File: src/rtl/gbss_pkg.sv
// Shared types and constants for the gap-based section splitter.
// No dependencies; imported by every module of the block.
package gbss_pkg;

    // Longest profile position and sample width
    localparam int MAX_LEN     = 65536;
    localparam int SAMPLE_BITS = 16;

    // Position counter width: holds 0 .. MAX_LEN
    localparam int POS_W = $clog2(MAX_LEN + 1);
    // Width of the section fields on the result stream
    localparam int OUT_W = 17;
    // Register field widths
    localparam int THR_W = 16;
    localparam int LEN_CFG_W = 17;
    // Width used for length comparisons
    localparam int LEN_W = (POS_W > LEN_CFG_W) ? POS_W : LEN_CFG_W;

    // Result queue between front and back
    localparam int QUEUE_DEPTH = 4;
    localparam int QPTR_W = $clog2(QUEUE_DEPTH);
    localparam int QCNT_W = $clog2(QUEUE_DEPTH + 1);

    // Register indexes
    localparam int CFG_IDX_W = 2;
    localparam logic [CFG_IDX_W-1:0] CFG_SEPARATOR_MODE      = 2'd0;
    localparam logic [CFG_IDX_W-1:0] CFG_SEPARATOR_THRESHOLD = 2'd1;
    localparam logic [CFG_IDX_W-1:0] CFG_MIN_GAP_LENGTH      = 2'd2;
    localparam logic [CFG_IDX_W-1:0] CFG_MIN_SECTION_LENGTH  = 2'd3;

    // Byte-mode full-scale code
    localparam logic [7:0] BYTE_FULL = 8'hFF;

    typedef logic [POS_W-1:0] pos_t;

    typedef struct packed {
        logic                 separator_mode;
        logic [THR_W-1:0]     separator_threshold;
        logic [LEN_CFG_W-1:0] min_gap_length;
        logic [LEN_CFG_W-1:0] min_section_length;
    } cfg_t;

    // Results caused by one sample: one or two sections
    typedef struct packed {
        logic two;
        pos_t start0;
        pos_t end0;
        pos_t start1;
        pos_t end1;
    } entry_t;

    typedef struct packed {
        logic full;
        logic empty;
    } q_status_t;

endpackage

File: src/rtl/gbss_front.sv
// Front end: classifies each sample, tracks sections and gaps, and
// queues the sections that each sample closes. Uses gbss_pkg.
module gbss_front (
    input  logic                          clk,
    input  logic                          rst_n,
    input  gbss_pkg::cfg_t                cfg,
    input  logic                          s_tvalid,
    output logic                          s_tready,
    input  logic [gbss_pkg::SAMPLE_BITS-1:0] s_tdata,  // [15:0] sample
    input  logic                          s_tlast,     // end_of_stream
    input  gbss_pkg::q_status_t           q_status,
    output logic                          push,
    output gbss_pkg::entry_t              push_entry
);
    import gbss_pkg::*;

    typedef enum logic [1:0] {PH_LEAD, PH_CONTENT, PH_GAP} phase_t;

    localparam pos_t POS_MAX = POS_W'(MAX_LEN);
    localparam logic [SAMPLE_BITS-1:0] SAMPLE_FULL = '1;

    phase_t phase_reg, phase_next;
    pos_t   position_reg, position_next;
    pos_t   section_left_reg, section_left_next;
    pos_t   gap_start_reg, gap_start_next;
    logic   saw_full_reg, saw_full_next;

    logic   accept;
    logic   sep, full;
    pos_t   pos_inc;
    logic   gap_closes;
    logic   emit_a, emit_b;
    pos_t   b_end;

    assign s_tready = !q_status.full;
    assign accept   = s_tvalid && s_tready;

    // Separator / full-scale classification
    always_comb
    begin
        if (!cfg.separator_mode)
        begin
            sep  = (s_tdata[7:0] != 8'd0);
            full = (s_tdata[7:0] == BYTE_FULL);
        end
        else
        begin
            sep  = ({{(LEN_W > SAMPLE_BITS ? 1 : 1){1'b0}}, s_tdata} >=
                    {1'b0, SAMPLE_BITS'(cfg.separator_threshold)});
            full = (s_tdata == SAMPLE_FULL);
        end
    end

    // Saturating position increment
    assign pos_inc = (position_reg < POS_MAX) ? position_reg + pos_t'(1) : POS_MAX;

    assign gap_closes =
        (LEN_W'(position_reg - gap_start_reg) >= LEN_W'(cfg.min_gap_length)) || saw_full_reg;

    // Next state and the sections this sample closes
    always_comb
    begin
        phase_next        = phase_reg;
        section_left_next = section_left_reg;
        gap_start_next    = gap_start_reg;
        saw_full_next     = saw_full_reg;
        emit_a            = 1'b0;
        emit_b            = 1'b0;
        b_end             = gap_start_reg;

        unique case (phase_reg)
            PH_LEAD:
            begin
                if (!sep)
                begin
                    section_left_next = position_reg;
                    phase_next        = PH_CONTENT;
                end
            end
            PH_CONTENT:
            begin
                if (sep)
                begin
                    gap_start_next = position_reg;
                    saw_full_next  = full;
                    phase_next     = PH_GAP;
                end
            end
            PH_GAP:
            begin
                if (sep)
                begin
                    saw_full_next = saw_full_reg || full;
                end
                else
                begin
                    if (gap_closes)
                    begin
                        emit_a = (LEN_W'(gap_start_reg - section_left_reg) >=
                                  LEN_W'(cfg.min_section_length));
                        section_left_next = position_reg;
                    end
                    saw_full_next = 1'b0;
                    phase_next    = PH_CONTENT;
                end
            end
            default:
            begin
                phase_next = PH_LEAD;
            end
        endcase

        // Stream end closes whatever is open
        if (s_tlast)
        begin
            if (phase_next == PH_CONTENT)
                b_end = pos_inc;
            else
                b_end = gap_start_next;
            emit_b = (phase_next != PH_LEAD) &&
                     (LEN_W'(b_end - section_left_next) >= LEN_W'(cfg.min_section_length));
        end
    end

    // Queue entry: first result in slot 0
    always_comb
    begin
        push_entry.two    = emit_a && emit_b;
        push_entry.start0 = emit_a ? section_left_reg : section_left_next;
        push_entry.end0   = emit_a ? gap_start_reg : b_end;
        push_entry.start1 = section_left_next;
        push_entry.end1   = b_end;
    end

    assign push = accept && (emit_a || emit_b);

    // Section-tracking state
    always_ff @(posedge clk or negedge rst_n)
    begin
        if (!rst_n)
        begin
            phase_reg        <= PH_LEAD;
            position_reg     <= '0;
            section_left_reg <= '0;
            gap_start_reg    <= '0;
            saw_full_reg     <= 1'b0;
        end
        else if (accept)
        begin
            if (s_tlast)
            begin
                phase_reg        <= PH_LEAD;
                position_reg     <= '0;
                section_left_reg <= '0;
                gap_start_reg    <= '0;
                saw_full_reg     <= 1'b0;
            end
            else
            begin
                phase_reg        <= phase_next;
                position_reg     <= position_next;
                section_left_reg <= section_left_next;
                gap_start_reg    <= gap_start_next;
                saw_full_reg     <= saw_full_next;
            end
        end
    end

    assign position_next = pos_inc;

endmodule

File: src/rtl/gbss_queue.sv
// Short result queue in flip-flops between front and back.
// Uses gbss_pkg for the entry type and depth.
module gbss_queue (
    input  logic                clk,
    input  logic                rst_n,
    input  logic                push,
    input  gbss_pkg::entry_t    push_entry,
    input  logic                pop,
    output gbss_pkg::entry_t    pop_entry,
    output gbss_pkg::q_status_t status
);
    import gbss_pkg::*;

    entry_t              store_reg [QUEUE_DEPTH];
    logic [QPTR_W-1:0]   wr_ptr_reg, rd_ptr_reg;
    logic [QCNT_W-1:0]   count_reg;

    assign status.full  = (count_reg == QCNT_W'(QUEUE_DEPTH));
    assign status.empty = (count_reg == '0);
    assign pop_entry    = store_reg[rd_ptr_reg];

    // Pointers and fill count
    always_ff @(posedge clk or negedge rst_n)
    begin
        if (!rst_n)
        begin
            wr_ptr_reg <= '0;
            rd_ptr_reg <= '0;
            count_reg  <= '0;
        end
        else
        begin
            if (push)
                wr_ptr_reg <= (wr_ptr_reg == QPTR_W'(QUEUE_DEPTH - 1)) ? '0
                                                                       : wr_ptr_reg + 1'b1;
            if (pop)
                rd_ptr_reg <= (rd_ptr_reg == QPTR_W'(QUEUE_DEPTH - 1)) ? '0
                                                                       : rd_ptr_reg + 1'b1;
            if (push && !pop)
                count_reg <= count_reg + 1'b1;
            else if (pop && !push)
                count_reg <= count_reg - 1'b1;
        end
    end

    // Entry storage
    always_ff @(posedge clk)
    begin
        if (push)
            store_reg[wr_ptr_reg] <= push_entry;
    end

    overflow_a: assert property (@(posedge clk) disable iff (!rst_n)
        !(push && status.full))
        else $error("queue pushed while full");

    underflow_a: assert property (@(posedge clk) disable iff (!rst_n)
        !(pop && status.empty))
        else $error("queue popped while empty");

endmodule

File: src/rtl/gbss_back.sv
// Back end: drains the queue and presents one section per transfer
// on the result stream through an output register. Uses gbss_pkg.
module gbss_back (
    input  logic                          clk,
    input  logic                          rst_n,
    input  gbss_pkg::q_status_t           q_status,
    input  gbss_pkg::entry_t              pop_entry,
    output logic                          pop,
    output logic                          m_tvalid,
    input  logic                          m_tready,
    output logic [2*gbss_pkg::OUT_W+5:0]  m_tdata,  // [16:0] section_start, [33:17] section_end
    output logic                          m_tlast   // last_of_run
);
    import gbss_pkg::*;

    logic             valid_reg;
    logic             second_pending_reg;
    logic [OUT_W-1:0] start_reg, end_reg;
    logic             last_reg;
    pos_t             held_start_reg, held_end_reg;
    logic             load;

    assign load = !valid_reg || m_tready;
    assign pop  = load && !second_pending_reg && !q_status.empty;

    // Output valid and second-result tracking
    always_ff @(posedge clk or negedge rst_n)
    begin
        if (!rst_n)
        begin
            valid_reg          <= 1'b0;
            second_pending_reg <= 1'b0;
        end
        else if (load)
        begin
            if (second_pending_reg)
            begin
                valid_reg          <= 1'b1;
                second_pending_reg <= 1'b0;
            end
            else if (!q_status.empty)
            begin
                valid_reg          <= 1'b1;
                second_pending_reg <= pop_entry.two;
            end
            else
            begin
                valid_reg <= 1'b0;
            end
        end
    end

    // Output payload
    always_ff @(posedge clk)
    begin
        if (load)
        begin
            if (second_pending_reg)
            begin
                start_reg <= OUT_W'(held_start_reg);
                end_reg   <= OUT_W'(held_end_reg);
                last_reg  <= 1'b1;
            end
            else if (!q_status.empty)
            begin
                start_reg      <= OUT_W'(pop_entry.start0);
                end_reg        <= OUT_W'(pop_entry.end0);
                last_reg       <= !pop_entry.two;
                held_start_reg <= pop_entry.start1;
                held_end_reg   <= pop_entry.end1;
            end
        end
    end

    assign m_tvalid = valid_reg;
    assign m_tdata  = {6'd0, end_reg, start_reg};
    assign m_tlast  = last_reg;

    first_of_pair_a: assert property (@(posedge clk) disable iff (!rst_n)
        (valid_reg && !last_reg) |-> second_pending_reg)
        else $error("first of two sections shown without the second held");

    pair_follows_a: assert property (@(posedge clk) disable iff (!rst_n)
        (valid_reg && !last_reg && m_tready) |=> (valid_reg && last_reg))
        else $error("second section did not follow the first");

endmodule

File: src/rtl/gap_based_section_splitter.sv
// Gap-based section splitter. Takes one profile sample per cycle while
// s_tready is high; each sample gives its results into a four-entry queue,
// which the result register drains at one section per cycle while m_tready
// is high. A sample that closes two sections occupies the result stream
// for two transfers, and s_tready drops only when the queue is full.
// Registers are written on the cfg channel, which is always ready.
module gap_based_section_splitter (
    input  logic                             clk,
    input  logic                             rst_n,
    input  logic                             cfg_valid,
    output logic                             cfg_ready,
    input  logic [gbss_pkg::CFG_IDX_W-1:0]   cfg_index,
    input  logic [gbss_pkg::LEN_CFG_W-1:0]   cfg_data,
    input  logic                             s_tvalid,
    output logic                             s_tready,
    input  logic [gbss_pkg::SAMPLE_BITS-1:0] s_tdata,   // [15:0] sample
    input  logic                             s_tlast,   // end_of_stream
    output logic                             m_tvalid,
    input  logic                             m_tready,
    output logic [2*gbss_pkg::OUT_W+5:0]     m_tdata,   // [16:0] section_start, [33:17] section_end
    output logic                             m_tlast    // last_of_run
);
    import gbss_pkg::*;

    cfg_t      cfg_reg;
    q_status_t q_status;
    entry_t    push_entry, pop_entry;
    logic      push, pop;

    assign cfg_ready = 1'b1;

    // Configuration registers
    always_ff @(posedge clk or negedge rst_n)
    begin
        if (!rst_n)
        begin
            cfg_reg.separator_mode      <= 1'b0;
            cfg_reg.separator_threshold <= THR_W'(1);
            cfg_reg.min_gap_length      <= LEN_CFG_W'(1);
            cfg_reg.min_section_length  <= LEN_CFG_W'(1);
        end
        else if (cfg_valid && cfg_ready)
        begin
            unique case (cfg_index)
                CFG_SEPARATOR_MODE:      cfg_reg.separator_mode      <= cfg_data[0];
                CFG_SEPARATOR_THRESHOLD: cfg_reg.separator_threshold <= cfg_data[THR_W-1:0];
                CFG_MIN_GAP_LENGTH:      cfg_reg.min_gap_length      <= cfg_data;
                CFG_MIN_SECTION_LENGTH:  cfg_reg.min_section_length  <= cfg_data;
                default:                 cfg_reg.separator_mode      <= cfg_reg.separator_mode;
            endcase
        end
    end

    gbss_front u_front (
        .clk        (clk),
        .rst_n      (rst_n),
        .cfg        (cfg_reg),
        .s_tvalid   (s_tvalid),
        .s_tready   (s_tready),
        .s_tdata    (s_tdata),
        .s_tlast    (s_tlast),
        .q_status   (q_status),
        .push       (push),
        .push_entry (push_entry)
    );

    gbss_queue u_queue (
        .clk        (clk),
        .rst_n      (rst_n),
        .push       (push),
        .push_entry (push_entry),
        .pop        (pop),
        .pop_entry  (pop_entry),
        .status     (q_status)
    );

    gbss_back u_back (
        .clk       (clk),
        .rst_n     (rst_n),
        .q_status  (q_status),
        .pop_entry (pop_entry),
        .pop       (pop),
        .m_tvalid  (m_tvalid),
        .m_tready  (m_tready),
        .m_tdata   (m_tdata),
        .m_tlast   (m_tlast)
    );

endmodule

File: config.mk
export PLATFORM = sky130hd
export DESIGN_NAME = gap_based_section_splitter
export DESIGN_NICKNAME = d
export VERILOG_FILES = /design/src/rtl/gbss_pkg.sv /design/src/rtl/gbss_front.sv /design/src/rtl/gbss_queue.sv /design/src/rtl/gbss_back.sv /design/src/rtl/gap_based_section_splitter.sv
export SDC_FILE = /design/constraint.sdc
export NUM_CORES = 1
export LEC_CHECK = 0
export ABC_AREA = 1
export BUFFER_PORTS_ARGS = -buffer_cell sky130_fd_sc_hd__buf_2
export CAP_MARGIN = 0
export CORE_ASPECT_RATIO = 2
export CORE_MARGIN = 8
export CORE_UTILIZATION = 62
export CTS_BUF_LIST = sky130_fd_sc_hd__clkbuf_4 sky130_fd_sc_hd__clkbuf_8
export DETAILED_ROUTE_END_ITERATION = 16
export PLACE_DENSITY = 0.8
export SYNTH_ARGS = -nofsm -noshare
export SYNTH_HDL_FRONTEND = slang
export SYNTH_SLANG_ARGS = --single-unit
File: constraint.sdc
create_clock -name clk -period 21.3 [get_ports clk]
set_clock_uncertainty 0.2 [all_clocks]
set_input_delay 4.26 -clock clk [delete_from_list [all_inputs] [get_ports clk]]
set_output_delay 4.26 -clock clk [all_outputs]
set_load 0.1 [all_outputs]
======== Word level (Yosys, flattened, before mapping) ========
Memory sizes are Yosys's and may differ from the RTL's.
Cells that the tools add are included.
operators by class
  bitwise logic cells ..................... 2
  reduce and logical (&&, ||, !) cells .... 34
  div/mod/pow operators ................... 0
  shift-type cells ........................ 0
  order comparisons ....................... 5
  eq/ne operators ......................... 13
  mux-type cells .......................... 44
  $mul .................................... 0
  $add $sub $neg .......................... 8
operators by type and width
  operator                                             count
  2-to-1 mux 17 bit                                    18
  greater-or-equal comparator 17 bit                   3
  subtractor 17 bit                                    3
  case mux 17 bit (2 select lines)                     1
  adder 17 x 1 -> 17 bit, second input constant        1
  < comparator 17 bit, second input constant           1
  equality test 16 bit, second input constant          1
  greater-or-equal comparator 16 bit                   1
  2-to-1 mux 1 bit                                     16
  equality test 2 bit, second input constant           5
  2-to-1 mux 2 bit                                     5
  AND reduction 2 bit                                  5
  equality test 8 bit, second input constant           1
  logical AND 1 bit                                    8
  nonzero test 8 bit                                   1
  logical NOT 1 bit                                    7
  equality test 2 x 1 -> 1 bit, second input constant  3
  2-to-1 mux 3 bit                                     2
  AND reduction 3 bit                                  2
  adder 2 x 1 -> 2 bit, second input constant          2
  logical NOT 2 bit                                    2
  logical OR 1 bit                                     4
  case mux 2 bit (2 select lines)                      1
  nonzero test 2 bit                                   2
  other kinds (10)                                     11
word-level totals
  bits in latches ......................... 0
  output and inout port bits .............. 44
  bits of input ports ..................... 41
  memories kept ........................... 1
  RAM bits ................................ 276
  bits in read-only memories .............. 0
  register bits after elaboration ......... 183
  logic and storage cells ................. 126
memory list
  memory             depth  bits a word  rd ports  clocked after Yosys merged registers in  write ports  RTL line          text
  u_queue.store_reg  4      69           1         0                                        1            gbss_queue.sv:14  entry_t store_reg [QUEUE_DEPTH];

======== Logic depth before layout (Yosys ltp) ========
  depth after elaboration ................. 17
  mapped depth ............................ 56
  mapped depth without buffers ............ 55

======== By module ========
Synthesis repeated with hierarchy kept, for this count alone.
second synthesis, totals
  cell total of the unflattened synthesis .. 2643
  area, all modules ....................... 25097.8 µm²
modules (own cells, without submodules)
  module                      cells each  times used  seq. area each (µm²)  area an instance (µm²)
  gbss_queue                  857         1           8463.1                11692.5
  gbss_front                  1351        1           1351.3                8534.4
  gbss_back                   203         1           2122.0                2667.6
  gap_based_section_splitter  232         1           1280.0                2203.4

======== Worst setup path before layout ========
No wires, ideal clock.
  kind .................................... input port to flip-flop
  start point ............................. in s_tdata[5] in the netlist's numbering
  end point ............................... mem u_queue.store_reg[0][0] in the netlist's numbering (enable)
  path buffers ............................ 1
  setup time .............................. 0.496 ns
  required time ........................... 20.604 ns
  cell stages on the path ................. 40
  setup slack ............................. 9.139 ns
  arrival ................................. 11.465 ns
  path through ............................ ha_1 > nand2_1 > nand2_1 > nand2_1 > nand2_1 > nor2_1 > nand2_1 > nand2_1 > nand2_2 > nand2_4 > nand2_4 > buf_4 > a21oi_1 > o21ai_0 > nand2_1 > inv_1 > ha_1 > fa_1 > [... 4 more ...] > o21ai_1 > nand2_1 > nand2_1 > inv_1 > nand3_1 > nand2_1 > ha_1 > nand2_1 > nor2_1 > nor3b_1 > nand4_1 > nand4_1 > nand2_1 > inv_1 > nand2_1 > nand2_1 > nand2_2 > nor2_1
RTL lines
  element             RTL line                          text
  start: declaration  gap_based_section_splitter.sv:16  input logic [gbss_pkg::SAMPLE_BITS-1:0] s_tdata,
  end: declaration    gbss_queue.sv:14

======== Worst setup path after layout ========
  start point ............................. in s_tdata[7] in the netlist's numbering
  end point ............................... mem u_queue.store_reg[1][42] in the netlist's numbering (enable)
on the way
  longest elaborated chain between the ends .. 15
  elaborated cells between the ends (all ways) .. 25
  classes of those cells .................. 1 x add/sub; 2 x order compare; 1 x eq/ne; 16 x mux; 5 x reduce/logical
RTL lines
  element                                                                          RTL line                                              text
  greater-or-equal comparator 16 bit / nonzero test 8 bit (equally long branches)  gbss_front.sv:48, gbss_front.sv:43
  2-to-1 mux 1 bit (*)                                                             gbss_front.sv:41                                      if (!cfg.separator_mode)
  2-to-1 mux 2 bit, on equally long branches                                       gbss_front.sv:74, gbss_front.sv:91, gbss_front.sv:82
  case mux 2 bit (2 select lines)                                                  gbss_front.sv:71                                      unique case (phase_reg)
  equality test 2 x 1 -> 1 bit                                                     gbss_front.sv:116                                     if (phase_next == PH_CONTENT)
  2-to-1 mux 17 bit                                                                gbss_front.sv:116
  2-to-1 mux 17 bit                                                                gbss_front.sv:114                                     if (s_tlast)
  subtractor 17 bit                                                                gbss_front.sv:121                                     (LEN_W'(b_end - section_left_next) >= LEN_W'(cfg.min_section_length));
  greater-or-equal comparator 17 bit                                               gbss_front.sv:121
  logical AND 1 bit                                                                gbss_front.sv:120                                     emit_b = (phase_next != PH_LEAD) &&
  2-to-1 mux 1 bit                                                                 gbss_front.sv:114
  logical OR 1 bit (*)                                                             gbss_front.sv:135                                     assign push = accept && (emit_a || emit_b);
  logical AND 1 bit (*)                                                            gbss_front.sv:135
  2-to-1 mux 1 bit (*)                                                             gbss_queue.sv:49                                      if (push)
  2-to-1 mux 1 bit (implied by the code) (*)                                       gbss_queue.sv:50                                      store_reg[wr_ptr_reg] <= push_entry;
Every way passes the cells marked *; elsewhere a longest branch is shown, timed or not. The select of a mux whose other input is x is not followed.

==> impl_metrics.env <==
export IMPL_drt_pass1_iter_count=8
export IMPL_internal_power_uw=2170
export IMPL_crit_path_frequent_cell="nand2_1"
export IMPL_clockRootBuffer="clkbuf_8"
export IMPL_top_layer="met5"
export IMPL_ff2ff_setup_slack_ps=12000
export IMPL_synth_area_sq_mm=0.0235
export IMPL_min_from="cfg_reg[48]"
export IMPL_cts_buffers=58
export IMPL_clock_latency_ps=650
export IMPL_async_flop_share=0.248
export IMPL_min_period_over_period=0.522
export IMPL_wire_per_inst_um=21.1
export IMPL_synth_top_area_cell="edfxtp_1"
export IMPL_ys_types=53
export IMPL_drive_above_1_share=0.0880
export IMPL_final_cells=3010
export IMPL_cts_hold_buf=0
export IMPL_layout_common_cells="412 x nand2_1, 345 x edfxtp_1, 312 x nor2_1"
export IMPL_r2r_start="u_front.position_reg[0]"
export IMPL_synthTopCellsByArea="edfxtp_1 44%, dfrtp_1 12%, nand2_1 6.6%"
export IMPL_ys_seq_elements=459
export IMPL_hold_viol=0
export IMPL_grt_pass1_wl_um=97900
export IMPL_holdCritPathClass="reg2reg"
export IMPL_rsz0062_at_grt="false"
export IMPL_finalMaxSlewViolations=0
export IMPL_wl_met2_um=31000
export IMPL_post_cts_setup_buffers=0
export IMPL_final_common_cell="nand2_1"
export IMPL_htreeDepth=2
export IMPL_p_seq_frac=0.311
export IMPL_fmax_mhz=90.0
export IMPL_worst_setup_path_endpoint="u_queue.store_reg[1][42]"
export IMPL_nNetsFinal=2667
export IMPL_dp_hpwl_um=43200
export IMPL_clock_sinks=459
export IMPL_grt_pass1_vias=17669
export IMPL_rows=101
export IMPL_core_area_sq_mm=0.0377
export IMPL_synth_flop_cell="edfxtp_1"
export IMPL_ios=85
export IMPL_buffer_ports_inserted=77
export IMPL_cp_top_family="simple AND/OR/NAND/NOR gates"
export IMPL_slew_headroom=0.145
export IMPL_path_buf_inv=6
export IMPL_yosysWarnings=0
export IMPL_critical_path_required_ps=21350
export IMPL_sw_frac_of_total=0.480
export IMPL_synth_edff_count=345
export IMPL_die_w_um=154
export IMPL_outcome="finished clean"
export IMPL_ir_drop_v=0.000141
export IMPL_avgViaCountPerCell=6.06
export IMPL_fp_dieH_um=291
export IMPL_setup_viol=0
export IMPL_whs_path_depth=2
export IMPL_area_delta_synth_final_pct=7.61
export IMPL_synthCells=2452
export IMPL_cpPeakStageDelay_ps=760
export IMPL_hold_ws_ps=287
export IMPL_crit_slowest_cell="buf_4"
export IMPL_worstRegToRegCells=46
export IMPL_wl_met3_um=5170
export IMPL_gp_congestion=1.03
export IMPL_crit_type="in2reg"
export IMPL_switchingPower_uw=2000
export IMPL_cp_end_kind="register"
export IMPL_p_comb_frac=0.537
export IMPL_tightest_slew_ps=1280
export IMPL_startpoint="s_tdata[7]"
export IMPL_synth_seq_area_share=0.563
export IMPL_num_vias=18230
export IMPL_p_total_uw=4170
export IMPL_antenna_found_initial=2
export IMPL_fin_crit_ps=11110
export IMPL_routedLengthMet1_um=23600
export IMPL_clkPwrFrac=0.152
export IMPL_fin_setup_tns_ps=0
export IMPL_ant_nets=0
export IMPL_cap_violations=0
export IMPL_grt_ovfl_total=0
export IMPL_power_density_mw_per_mm2=165
export IMPL_ctsLongestPathBuffers=3
export IMPL_initial_utilization=0.623
export IMPL_r2r_end="u_queue.store_reg[1][42]"
export IMPL_dieArea_sq_mm=0.0447
export IMPL_postRouteWirelength_um=63600
export IMPL_crit_cells=39
export IMPL_track_usage=0.281
export IMPL_drtIter0Drc=1919
export IMPL_synth_top_area_share=0.442
export IMPL_post_place_ws_ps=9700
export IMPL_placed_cells=2903
export IMPL_power_leakage_uw=0.0107
export IMPL_path_clk_slew_ps=70
export IMPL_post_cts_resized=0
export IMPL_crit_fanout=66
export IMPL_avgSynthCellArea_sq_um=9.57
export IMPL_largest_reg_flops=276
export IMPL_drc=0
export IMPL_setup_ws_ps=10190
export IMPL_startpoint_type="input port"
export IMPL_grt_max_degree=115
export IMPL_arrival_ps=11160
export IMPL_cts_tree="done"
==> power by group through the flow <==
stage	sequential, uW	combinational [uW]	clock, uW
3_3_place_gp	1310	2150	0
6_report	1300	2240	633
2_1_floorplan	1530	1400	0
4_1_cts	1300	2220	639
3_5_place_dp	1310	2210	0
5_1_grt	1310	2480	670
==> cells by family (layout without fill, tap and decap cells) <==
logic type | Yosys count | count (layout) | synth area share
AOI/OAI and AO/OA | 547 | 547 | 0.128
xor gates and xnor gates | 43 | 43 | 0.0161
adders and majority gates | 126 | 126 | 0.0685
buffers and inverters | 361 | 450 | 0.0616
DFF | 459 | 459 | 0.563
muxes | 1 | 1 | 0.000480
other | 2 | 8 | 0.000320
and+or+nand+nor | 913 | 913 | 0.161
==> area by class of cell <==
| cell class | instances | area [sq um] |
|---|---|---|
| multi-input cells | 1637 | 8850 |
| flip-flops and latches | 459 | 13200 |
| clock buffers | 77 | 985 |
| clock inverters | 29 | 156 |
| diodes | 1 | 2.50 |
| fillers | 2899 | 12400 |
| repair buffers | 94 | 515 |
| well taps | 463 | 579 |
| inverters | 250 | 940 |
==> routing by layer <==
layer	global-route usage	vias to the layer above
met1	0.337	8625
met5	0	-
met3	0.0501	207
met4	0.157	2
li1	-	8519
met2	0.473	877
==> worst min-delay path by stage <==
stage,to
after CTS,cfg_reg[42]
after global routing,cfg_reg[17]
after detailed placement,cfg_reg[42]
after floorplan,cfg_reg[10]
final,cfg_reg[48]
after global placement,cfg_reg[39]
==> synth_stat cells, types with 5 or more instances <==
| cell | count |
|---|---|
| a31oi_1 | 48 |
| xor2_1 | 26 |
| buf_1 | 6 |
| dfrtp_1 | 111 |
| xnor2_1 | 17 |
| clkbuf_1 | 79 |
| edfxtp_1 | 345 |
| buf_4 | 11 |
| nand2_1 | 412 |
| o21ai_0 | 247 |
| a21oi_1 | 89 |
| or2_1 | 6 |
| and2_1 | 18 |
| buf_6 | 5 |
| buf_2 | 10 |
| inv_2 | 7 |
| o21ai_1 | 50 |
| o22ai_1 | 65 |
| nand3_1 | 104 |
| nor2_1 | 316 |
| nand4_1 | 21 |
| ha_1 | 122 |
| o211ai_1 | 18 |
| a21oi_2 | 5 |
| o21a_1 | 5 |
| inv_1 | 240 |
| nor3_1 | 16 |
==> stage by stage <==
stage          utilization  area (sq um)
2_1_floorplan            -         23500
4_1_cts              0.670         25200
3_3_place_gp         0.640         24100
5_1_grt              0.670         25200
3_5_place_dp         0.640         24100
6_report             0.670         25200
==> tightest hold or removal path: cells and delay by family (launching register included) <==
| family | cells | cell delay (ps) |
|---|---|---|
| compound gates | 1 | 60 |
| flops | 1 | 340 |
| simple gates | 1 | 50 |
(Power assumes the default switching activity.)
